### src/design/psag_pkg.sv
`timescale 1ns / 1ps
// ----------------------------------------------------------------------------
// psag_pkg
// Shared types and constants of the pulse gain sag tracker.
// ----------------------------------------------------------------------------
package psag_pkg;

   localparam int X_FRAC = 16;
   localparam int X_BITS = 21;
   localparam int X_IDX_W = 5;

   localparam logic [1:0] CMD_PULSE = 2'd0;
   localparam logic [1:0] CMD_QUERY = 2'd1;
   localparam logic [1:0] CMD_CLEAR = 2'd2;

   localparam logic STATUS_OK    = 1'b0;
   localparam logic STATUS_ORDER = 1'b1;

   localparam logic [63:0] Q62_ONE  = 64'd1 << 62;
   localparam logic [63:0] EXP_BASE = Q62_ONE - (64'd1 << 46) + (64'd1 << 29) - 64'd2731;

   typedef logic [X_BITS-1:0][63:0] fac_table_type;

   typedef struct packed {
      logic start;
      logic use_q62;
   } mul_req_type;

   function automatic logic [63:0] q62_mul(input logic [63:0] a, input logic [63:0] b);
      logic [127:0] p;
      p = {64'd0, a} * {64'd0, b};
      p = p + (128'd1 << 61);
      return p[125:62];
   endfunction

   // exp(-2^(i-16)) in Q0.62, each entry the rounded square of the previous
   function automatic fac_table_type build_fac_table();
      fac_table_type t;
      logic [63:0] f;
      f = EXP_BASE;
      for (int i = 0; i < X_BITS; i++) begin
         t[i] = f;
         f = q62_mul(f, f);
      end
      return t;
   endfunction

   localparam fac_table_type EXP_FACTORS = build_fac_table();

endpackage

### src/design/psag_mul.sv
`timescale 1ns / 1ps
// ----------------------------------------------------------------------------
// psag_mul
// Shared 64x64 multiplier, four 32x32 partial products, rounded right shift.
// ----------------------------------------------------------------------------
module psag_mul #(
   parameter int FRACTION_BITS = 32
) (
   input  logic                  clock,
   input  logic                  reset,
   input  psag_pkg::mul_req_type req,
   input  logic [63:0]           a,
   input  logic [63:0]           b,
   output logic                  done,
   output logic [63:0]           result
);

   logic [63:0]  a_ff, a_in, b_ff, b_in;
   logic [127:0] acc_ff, acc_in;
   logic [1:0]   step_ff, step_in;
   logic         busy_ff, busy_in, done_ff, done_in, q62_ff, q62_in;

   logic [31:0]  a_half, b_half;
   logic [63:0]  prod;
   logic [1:0]   amt;
   logic [127:0] sum_q62, sum_f;

   assign a_half = step_ff[1] ? a_ff[63:32] : a_ff[31:0];
   assign b_half = step_ff[0] ? b_ff[63:32] : b_ff[31:0];
   assign prod   = {32'd0, a_half} * {32'd0, b_half};
   assign amt    = {1'b0, step_ff[1]} + {1'b0, step_ff[0]};

   always_comb begin
      a_in    = a_ff;
      b_in    = b_ff;
      acc_in  = acc_ff;
      step_in = step_ff;
      busy_in = busy_ff;
      q62_in  = q62_ff;
      done_in = 1'b0;
      if (req.start) begin
         a_in    = a;
         b_in    = b;
         acc_in  = '0;
         step_in = '0;
         busy_in = 1'b1;
         q62_in  = req.use_q62;
      end else if (busy_ff) begin
         acc_in  = acc_ff + ({64'd0, prod} << {amt, 5'd0});
         step_in = step_ff + 2'd1;
         if (step_ff == 2'd3) begin
            busy_in = 1'b0;
            done_in = 1'b1;
         end
      end
   end

   always_ff @(posedge clock) begin
      if (reset) begin
         busy_ff <= 1'b0;
         done_ff <= 1'b0;
      end else begin
         busy_ff <= busy_in;
         done_ff <= done_in;
      end
      a_ff    <= a_in;
      b_ff    <= b_in;
      acc_ff  <= acc_in;
      step_ff <= step_in;
      q62_ff  <= q62_in;
   end

   // round half up, then drop the fraction
   assign sum_q62 = acc_ff + (128'd1 << 61);
   assign sum_f   = acc_ff + (128'd1 << (FRACTION_BITS - 1));
   assign result  = q62_ff ? sum_q62[125:62] : 64'(sum_f >> FRACTION_BITS);
   assign done    = done_ff;

endmodule

### src/design/pulse_gain_sag_tracker.sv
`timescale 1ns / 1ps
// ----------------------------------------------------------------------------
// pulse_gain_sag_tracker
// Detector gain sag tracker: exponential recovery between pulses, drops.
// ----------------------------------------------------------------------------
// Clear, unused command, query before any pulse, first pulse and out-of-order items
// go straight to the result. A dt of 0 or at least 32*tau skips the exponent; otherwise
// dt is divided by tau, the 21-bit quotient sets which exp factors are multiplied in on
// the shared 32x32 multiplier, then the deficit is relaxed and, for a pulse, the drop applied.
// Reset (synchronous): deficit 0, no pulse seen, recovery_time 1152.
module pulse_gain_sag_tracker #(
   parameter int TIME_WIDTH    = 16,
   parameter int FRACTION_BITS = 32
) (
   input  logic                     clock,
   input  logic                     reset,
   input  logic                     req_valid,
   output logic                     req_ready,
   input  logic [1:0]               req_command,
   input  logic [TIME_WIDTH-1:0]    req_event_time,
   input  logic [FRACTION_BITS-1:0] req_drop,
   output logic                     rsp_valid,
   input  logic                     rsp_ready,
   output logic [FRACTION_BITS:0]   rsp_gain,
   output logic                     rsp_status,
   input  logic                     csr_valid,
   output logic                     csr_ready,
   input  logic [15:0]              csr_data
);

   localparam int F      = FRACTION_BITS;
   localparam int NUM_W  = TIME_WIDTH + psag_pkg::X_FRAC;
   localparam int CNT_W  = $clog2(NUM_W + 1);
   localparam int CMP_W  = TIME_WIDTH + 22;
   localparam logic [F:0] ONE = (F+1)'(1) << F;

   typedef enum logic [7:0] {
      S_IDLE   = 8'b0000_0001,
      S_DIV    = 8'b0000_0010,
      S_EXP    = 8'b0000_0100,
      S_EXPW   = 8'b0000_1000,
      S_RELAX  = 8'b0001_0000,
      S_RELAXW = 8'b0010_0000,
      S_DROPW  = 8'b0100_0000,
      S_FINISH = 8'b1000_0000
   } state_type;

   state_type state_ff, state_in;

   logic [15:0]             tau_ff, tau_in;
   logic [F-1:0]            deficit_ff, deficit_in;
   logic [TIME_WIDTH-1:0]   last_ff, last_in;
   logic                    seen_ff, seen_in;

   logic                    cmd_query_ff, cmd_query_in;
   logic [TIME_WIDTH-1:0]   time_ff, time_in;
   logic [F-1:0]            drop_ff, drop_in;
   logic [NUM_W-1:0]        num_ff, num_in;
   logic [15:0]             rem_ff, rem_in;
   logic [CNT_W-1:0]        cnt_ff, cnt_in;
   logic [psag_pkg::X_BITS-1:0]  quo_ff, quo_in;
   logic [psag_pkg::X_IDX_W-1:0] idx_ff, idx_in;
   logic [63:0]             acc_ff, acc_in;
   logic [F:0]              factor_ff, factor_in;
   logic [F-1:0]            relaxed_ff, relaxed_in;

   logic                    rsp_valid_ff, rsp_valid_in;
   logic [F:0]              gain_ff, gain_in;
   logic                    status_ff, status_in;
   logic [F:0]              rsp_gain_ff, rsp_gain_in;
   logic                    rsp_status_ff, rsp_status_in;

   psag_pkg::mul_req_type   mreq;
   logic [63:0]             mul_a, mul_b, mul_result;
   logic                    mul_done;

   logic [TIME_WIDTH-1:0]   dt;
   logic [16:0]             trial;
   logic [63:0]             exp_round;
   logic [F+1:0]            new_deficit;

   psag_mul #(.FRACTION_BITS(FRACTION_BITS)) u_mul (
      .clock  (clock),
      .reset  (reset),
      .req    (mreq),
      .a      (mul_a),
      .b      (mul_b),
      .done   (mul_done),
      .result (mul_result)
   );

   assign req_ready  = (state_ff == S_IDLE);
   assign csr_ready  = 1'b1;
   assign rsp_valid  = rsp_valid_ff;
   assign rsp_gain   = rsp_gain_ff;
   assign rsp_status = rsp_status_ff;

   assign dt    = req_event_time - last_ff;
   assign trial = {rem_ff, num_ff[NUM_W-1]};
   // scale the Q0.62 product to Q0.F, round half up
   assign exp_round   = (acc_ff + (64'd1 << (61 - F))) >> (62 - F);
   assign new_deficit = {2'b00, relaxed_ff} + {2'b00, drop_ff} - (F+2)'(mul_result);

   always_comb begin
      state_in      = state_ff;
      tau_in        = tau_ff;
      deficit_in    = deficit_ff;
      last_in       = last_ff;
      seen_in       = seen_ff;
      cmd_query_in  = cmd_query_ff;
      time_in       = time_ff;
      drop_in       = drop_ff;
      num_in        = num_ff;
      rem_in        = rem_ff;
      cnt_in        = cnt_ff;
      quo_in        = quo_ff;
      idx_in        = idx_ff;
      acc_in        = acc_ff;
      factor_in     = factor_ff;
      relaxed_in    = relaxed_ff;
      rsp_valid_in  = rsp_valid_ff;
      gain_in       = gain_ff;
      status_in     = status_ff;
      rsp_gain_in   = rsp_gain_ff;
      rsp_status_in = rsp_status_ff;
      mreq          = '0;
      mul_a         = 64'(deficit_ff);
      mul_b         = 64'(factor_ff);

      if (csr_valid) begin
         tau_in = csr_data;
      end
      // drop the result once taken
      if (rsp_valid_ff && rsp_ready) begin
         rsp_valid_in = 1'b0;
      end

      case (state_ff)
         S_IDLE: begin
            if (req_valid) begin
               cmd_query_in = (req_command == psag_pkg::CMD_QUERY);
               time_in      = req_event_time;
               drop_in      = req_drop;
               status_in    = psag_pkg::STATUS_OK;
               gain_in      = '0;
               state_in     = S_FINISH;
               if (req_command == psag_pkg::CMD_CLEAR) begin
                  deficit_in = '0;
                  last_in    = '0;
                  seen_in    = 1'b0;
                  gain_in    = ONE;
               end else if (req_command == psag_pkg::CMD_PULSE ||
                            req_command == psag_pkg::CMD_QUERY) begin
                  if (seen_ff && req_event_time < last_ff) begin
                     status_in = psag_pkg::STATUS_ORDER;
                  end else if (!seen_ff) begin
                     if (req_command == psag_pkg::CMD_QUERY) begin
                        gain_in = ONE;
                     end else begin
                        // first pulse of a fill: take the drop as is
                        deficit_in = req_drop;
                        last_in    = req_event_time;
                        seen_in    = 1'b1;
                        gain_in    = ONE - {1'b0, req_drop};
                     end
                  end else if (dt == '0) begin
                     factor_in = ONE;
                     state_in  = S_RELAX;
                  end else if (tau_ff == '0 ||
                               CMP_W'(dt) >= (CMP_W'(tau_ff) << 5)) begin
                     factor_in = '0;
                     state_in  = S_RELAX;
                  end else begin
                     num_in   = {dt, psag_pkg::X_FRAC'(0)};
                     rem_in   = '0;
                     quo_in   = '0;
                     cnt_in   = CNT_W'(NUM_W);
                     state_in = S_DIV;
                  end
               end
            end
         end

         S_DIV: begin
            // one restoring step per cycle
            num_in = num_ff << 1;
            cnt_in = cnt_ff - 1'b1;
            if (trial >= {1'b0, tau_ff}) begin
               rem_in = 16'(trial - {1'b0, tau_ff});
               quo_in = {quo_ff[psag_pkg::X_BITS-2:0], 1'b1};
            end else begin
               rem_in = trial[15:0];
               quo_in = {quo_ff[psag_pkg::X_BITS-2:0], 1'b0};
            end
            if (cnt_ff == CNT_W'(1)) begin
               acc_in   = psag_pkg::Q62_ONE;
               idx_in   = '0;
               state_in = S_EXP;
            end
         end

         S_EXP: begin
            mul_a = acc_ff;
            mul_b = psag_pkg::EXP_FACTORS[idx_ff];
            if (idx_ff == psag_pkg::X_IDX_W'(psag_pkg::X_BITS)) begin
               factor_in = (F+1)'(exp_round);
               state_in  = S_RELAX;
            end else if (quo_ff[idx_ff]) begin
               mreq.start   = 1'b1;
               mreq.use_q62 = 1'b1;
               state_in     = S_EXPW;
            end else begin
               idx_in = idx_ff + 1'b1;
            end
         end

         S_EXPW: begin
            if (mul_done) begin
               acc_in   = mul_result;
               idx_in   = idx_ff + 1'b1;
               state_in = S_EXP;
            end
         end

         S_RELAX: begin
            mreq.start = 1'b1;
            state_in   = S_RELAXW;
         end

         S_RELAXW: begin
            mul_a = 64'(mul_result[F-1:0]);
            mul_b = 64'(drop_ff);
            if (mul_done) begin
               relaxed_in = mul_result[F-1:0];
               if (cmd_query_ff) begin
                  gain_in  = ONE - {1'b0, mul_result[F-1:0]};
                  state_in = S_FINISH;
               end else begin
                  mreq.start = 1'b1;
                  state_in   = S_DROPW;
               end
            end
         end

         S_DROPW: begin
            if (mul_done) begin
               // saturate just below full deficit
               if (new_deficit > (F+2)'({F{1'b1}})) begin
                  deficit_in = '1;
                  gain_in    = ONE - {1'b0, {F{1'b1}}};
               end else begin
                  deficit_in = new_deficit[F-1:0];
                  gain_in    = ONE - {1'b0, new_deficit[F-1:0]};
               end
               last_in  = time_ff;
               seen_in  = 1'b1;
               state_in = S_FINISH;
            end
         end

         S_FINISH: begin
            // hold until the output register is free, then load it
            if (!rsp_valid_ff || rsp_ready) begin
               rsp_valid_in  = 1'b1;
               rsp_gain_in   = gain_ff;
               rsp_status_in = status_ff;
               state_in      = S_IDLE;
            end
         end

         default: begin
            state_in = S_IDLE;
         end
      endcase
   end

   always_ff @(posedge clock) begin
      if (reset) begin
         state_ff     <= S_IDLE;
         tau_ff       <= 16'd1152;
         deficit_ff   <= '0;
         last_ff      <= '0;
         seen_ff      <= 1'b0;
         rsp_valid_ff <= 1'b0;
      end else begin
         state_ff     <= state_in;
         tau_ff       <= tau_in;
         deficit_ff   <= deficit_in;
         last_ff      <= last_in;
         seen_ff      <= seen_in;
         rsp_valid_ff <= rsp_valid_in;
      end
      cmd_query_ff  <= cmd_query_in;
      time_ff       <= time_in;
      drop_ff       <= drop_in;
      num_ff        <= num_in;
      rem_ff        <= rem_in;
      cnt_ff        <= cnt_in;
      quo_ff        <= quo_in;
      idx_ff        <= idx_in;
      acc_ff        <= acc_in;
      factor_ff     <= factor_in;
      relaxed_ff    <= relaxed_in;
      gain_ff       <= gain_in;
      status_ff     <= status_in;
      rsp_gain_ff   <= rsp_gain_in;
      rsp_status_ff <= rsp_status_in;
   end

endmodule

### config.mk
export PLATFORM = sky130hd
export DESIGN_NAME = pulse_gain_sag_tracker
export DESIGN_NICKNAME = d
export VERILOG_FILES = /design/src/design/psag_pkg.sv /design/src/design/psag_mul.sv /design/src/design/pulse_gain_sag_tracker.sv
export SDC_FILE = /design/constraint.sdc
export NUM_CORES = 2
export LEC_CHECK = 0
export ABC_AREA = 1
export BUFFER_PORTS_ARGS = -buffer_cell sky130_fd_sc_hd__clkbuf_2
export CAP_MARGIN = 15
export CORE_MARGIN = 4
export CORE_UTILIZATION = 55
export CTS_CLUSTER_DIAMETER = 30
export DETAILED_ROUTE_END_ITERATION = 10
export PLACE_DENSITY = 0.81
export SYNTH_ARGS = -nofsm -noshare
export SYNTH_HDL_FRONTEND = slang
export SYNTH_HIERARCHICAL = 1
export SYNTH_SLANG_ARGS = --single-unit
### constraint.sdc
create_clock -name clock -period 47.9 [get_ports clock]
set_input_delay 4.79 -clock clock [delete_from_list [all_inputs] [get_ports clock]]
set_output_delay 4.79 -clock clock [all_outputs]
set_load 0.02 [all_outputs]
# Word level (Yosys, flattened, before mapping)
# Memory sizes are Yosys's and may differ from the RTL's. A register that Yosys moved wholly into a read port is not among the register bits.
# Index checks and enable logic that the tools add are counted.
# word_totals
register_bits,661
rom_bits,2048
out_inout_bits,37
mem_count,1
# memory_table
name,depth,word_bits,rd,rd_clocked_by_memory_dff,wr,line,source
(name not given),32,64,1,1,0,pulse_gain_sag_tracker.sv:204,mul_b = psag_pkg::EXP_FACTORS[idx_ff];
# classes
n_addsub,15
mul,1
order_cmp,5
n_eq_ne,35
n_shift,1
n_mux,125
bitwise,3
n_reduce_logical,29
# op_table
operator,n
$mux W33,18
$mux W32,17
$pmux W64 S2,3
$mux W64,4
$mux W16,15
$mux W21,7
$add A128 B128 Y128,1
$pmux W32 S2,2
$shl A64 B7 Y128,1
$add A126 B62 Y126 const B,1
$mux W8,13
$pmux W33 S3,1
$sub A33 B32 Y33 const A,3
$add A96 B32 Y96 const B,1
$pmux W33 S2,1
$mul A32 B32 Y64,1
$pmux W16 S2,2
$pmux W8 S8,1
$add A63 B30 Y63 const B,1
$mux W6,7
$pmux W21 S2,1
$mux W5,7
$gt A34 B32 Y1 const B,1
$sub A33 B34 Y34,1
49 further kinds,104

# Longest topological paths before layout
# depth
word_depth,11
mapped_depth,55
depth_no_buf,53

# By module
# Netlist, hierarchy kept.
# modules_own_cells
mod,instances,cells_per_inst,area_per_inst_um2,seq_area_each_um2
psag_mul,1,7949,56630.6,6476.2
pulse_gain_sag_tracker,1,3807,28086.9,12031.5

# Worst setup path after synthesis
# Ideal clock, no wire load.
# synth_timing
path_type,register -> register
start,register state_ff[0]
end,register u_mul.acc_ff[2]
setup_time_ps,115
arrival_time_ps,16954
slack_ps,30830
stages_incl_launch_ff,12
synth_period_minus_slack_ps,17070
cell_sequence,dfxtp_1 > inv_1 > nand2_1 > nor2_1 > nand2_1 > clkbuf_1 > o311ai_0 > clkbuf_1 > clkbuf_1 > nor2_1 > o21ai_0 > inv_1
# synth_lines
item,line,source
"start, declared",pulse_gain_sag_tracker.sv:48,"state_type state_ff, state_in;"
"start signal, assigned",pulse_gain_sag_tracker.sv:286,state_ff <= state_in;
"end signal, assigned",psag_mul.sv:68,acc_ff <= acc_in;
"end, declared",psag_mul.sv:19,"logic [127:0] acc_ff, acc_in;"

# Final worst setup path
# layout_timing
start,register u_mul.step_ff[0]
end,register u_mul.acc_ff[82]
# layout_via
elab_chain_cells,4
word_cells_on_any_way,5
cone_classes,2 x add/sub; 1 x mul; 1 x shift; 1 x mux
# layout_lines
item,line,source
"start, declared",psag_mul.sv:20,"logic [1:0] step_ff, step_in;"
"start signal, assigned",psag_mul.sv:69,step_ff <= step_in;
$mux W32,psag_mul.sv:29,assign b_half = step_ff[0] ? b_ff[63:32] : b_ff[31:0];
$mul A32 B32 Y64,psag_mul.sv:30,"assign prod = {32'd0, a_half} * {32'd0, b_half};"
$shl A64 B7 Y128 *,psag_mul.sv:49,"acc_in = acc_ff + ({64'd0, prod} << {amt, 5'd0});"
$add A128 B128 Y128 *,psag_mul.sv:49,
# Mark *: on every way between the ends. The rest lies on a longest branch, timed or not.
# A chain may end at the register's enable or synchronous reset.

==> metrics.md <==
| Metric | Value |
|---|---|
| Total gr overflow | `0` |
| CTS buffer count | `178` |
| NumNets Final | `13.3k` |
| CP startpoint kind | `flop` |
| CP Max Fanout | `49` |
| Hold Path Class | `flop to flop` |
| Avg Inst Size Synth | `7.21 µm²` |
| Max-cap violations | `0` |
| First-pass GRT wire length | `531000 µm` |
| CTS tree | `yes` |
| Rows | `143` |
| Min Tclk post-route | `13.38 ns` |
| Top-Level Pins | `108` |
| Critical path depth | `41` |
| Synth Flop Type | `edfxtp_1` |
| Bufs on Longest Clock Path | `3` |
| Initial core utilization | `0.556` |
| Hold_buf cts | `0` |
| Detailed Route Iter0 Violations | `11.1k` |
| Crit Path Class | `flop to flop` |
| CP max stage delay | `0.75 ns` |
| Register area share after synthesis | `0.218` |
| Final hold viol count | `0` |
| Setup crit end kind | `flop` |
| Area Overhead vs Synth | `11.3%` |
| # port buffers | `106` |
| CTS root buffer | `clkbuf_16` |
| Final wirelength | `363000 µm` |
| Most common cell after layout, fill and taps aside | `nand2_1` |
| Post-CTS sizing | `0` |
| Drt wl/cell | `25.9 µm` |
| Final setup fails | `0` |
| Die Width | `400 µm` |
| Worst-margin pin slew | `1.33 ns` |
| Die height | `400 µm` |
| Worst hold stages | `0` |
| Layout cells sized above 1 | `0.0576` |
| Slowest CP cell | `clkinv_1` |
| WP data arrival | `14.06 ns` |
| Yosys reg bits | `705` |
| Setup bufs post-CTS | `0` |
| Mapped cell area | `84700 µm²` |
| Skew final | `0.0867 ns` |
| Fillers | `13.7k` |
| WP buf/inv | `8` |
| Fin crit share | `0.279` |
| DRC viols | `0` |
| Vias in the first global route | `83.2k` |
| Initial antenna violation count | `23` |
| Clk sinks | `705` |
| Status | `finished, final reports clean` |
| Ys async rst share | `0` |
| Clock Latency Late Sink | `0.82 ns` |
| Core area | `152000 µm²` |
| Gate Count Post-Synth | `11.8k` |
| Req. time, crit path | `48.59 ns` |
| TNS Setup | `0 ns` |
| Fin. max-slew vios | `0` |
| All-layer global routing usage | `0.444` |
| Synth unique cells | `58` |
| Die ar. | `160000 µm²` |
| R2R depth | `41` |
| HPWL after DPL | `291000 µm` |
| Vias | `84.1k` |
| RD Place Congestion | `1.13` |
| Vias per Instance | `5.99` |
| Clock-pin slew on the worst setup and hold paths | `0.05 ns` |
| Routed Antenna Nets | `0` |
| CP top delay family | `adder cells` |
| DR pass1 iterations | `9` |
| Largest net degree at the start of global routing | `129` |
| EDFF count, synth | `439` |
| Commonest cells after routing, fill and taps aside | `nand2_1, inv_1, nor2_1` |
| Max Clk Rate | `74.8 MHz` |
| H-Tree Level Count | `4` |
| RSZ-0062 raised after global routing | `false` |
| Synthesis Warnings | `6` |
| Relative slew slack | `0.105` |
[kinds of logic after synthesis]
kind of cell,synth area share
other,0.0000886
AND/OR/NAND/NOR,0.239
XOR/XNOR,0.0231
buffers and inverters,0.127
adder cells (fa/ha/maj),0.293
AO/OA/AOI/OAI,0.0997
flip-flops,0.218
[synth_stat cells (all sizes together) (16+ instances only)]
cell type | instances | area (µm²)
a21boi | 18 | 135
o21ai | 645 | 3250
o221ai | 31 | 272
nand3 | 403 | 2030
nor2 | 1834 | 6960
nor4 | 40 | 280
buf | 54 | 315
a21oi | 595 | 2980
a21o | 56 | 420
nor3 | 126 | 662
dfxtp | 266 | 5330
inv | 2452 | 9200
ha | 494 | 6180
clkinv | 33 | 124
o21bai | 60 | 450
xor2 | 159 | 1390
xnor2 | 64 | 561
o21a | 20 | 150
nand4 | 103 | 644
o211ai | 60 | 450
nand2 | 2476 | 9310
a31oi | 16 | 100
fa | 931 | 18600
edfxtp | 439 | 13200
clkbuf | 298 | 1120
[path summary, 6_finish.rpt]
check / from / endpoint / slack (ns)
max: u_mul/step_ff[0] / u_mul/acc_ff[82] / 34.52
min: gain_ff[21] / rsp_gain[21] / 0.41
max reg2reg: u_mul/step_ff[0] / u_mul/acc_ff[82] / 34.52
min reg2reg: gain_ff[21] / rsp_gain[21] / 0.41
[sequential cells by signal, indices dropped and copies added (netlist names), 2 cells and up, named ones only]
| register | flops |
|---|---|
| u_mul/b_ff | 64 |
| deficit_ff | 32 |
| quo_ff | 21 |
| num_ff | 16 |
| rem_ff | 16 |
| factor_ff | 33 |
| drop_ff | 32 |
| tau_ff | 16 |
| idx_ff | 5 |
| u_mul/acc_ff | 126 |
| state_ff | 8 |
| u_mul/a_ff | 64 |
| rsp_gain | 33 |
| last_ff | 16 |
| time_ff | 16 |
| cnt_ff | 6 |
| acc_ff | 64 |
| u_mul/step_ff | 2 |
| gain_ff | 33 |
| relaxed_ff | 32 |
[through the flow]
stage	util	cells	instance area, µm²	worst slack [ns]	hold WS (ns)
2_1_floorplan	-	11800	84700	30.83	0.400
3_3_place_gp	0.575	13700	87600	34.90	0.402
3_5_place_dp	0.575	13700	87600	34.87	0.405
4_1_cts	0.617	14000	94100	34.81	0.414
5_1_grt	0.618	14000	94300	34.08	0.423
6_report	0.618	14000	94300	34.52	0.415
[worst reg2reg max path: cells and delay by family, from the launching register on]
family / cells / cell delay, ns
compound gates: 10 / 2.82
flops: 1 / 0.55
buf+inv: 8 / 2.11
xor+xnor: 1 / 0.44
fa+ha+maj: 10 / 5.31
simple gates: 12 / 2.02
[cell type report]
type	instances	area [µm²]	share of cell area
diodes	10	25.0	0.000265
clock buffers	216	4970	0.0527
clock inverters	114	1520	0.0161
inverters	2485	9330	0.0990
multi-input cells	8215	55700	0.591
flip-flops and latches	705	18500	0.196
well taps	2030	2540	0.0269
repair buffers	251	1690	0.0180
[layer usage]
layer,vias up,share of wire,global-route usage
met5,-,0.00031,0
met4,20,0.076,0.268
met3,1567,0.14,0.144
met2,6041,0.42,0.659
met1,40000,0.37,0.564
li1,36500,-,-
Power is not shown: default switching activity piles up to over one toggle a cycle in this logic, so the estimate is an artifact.
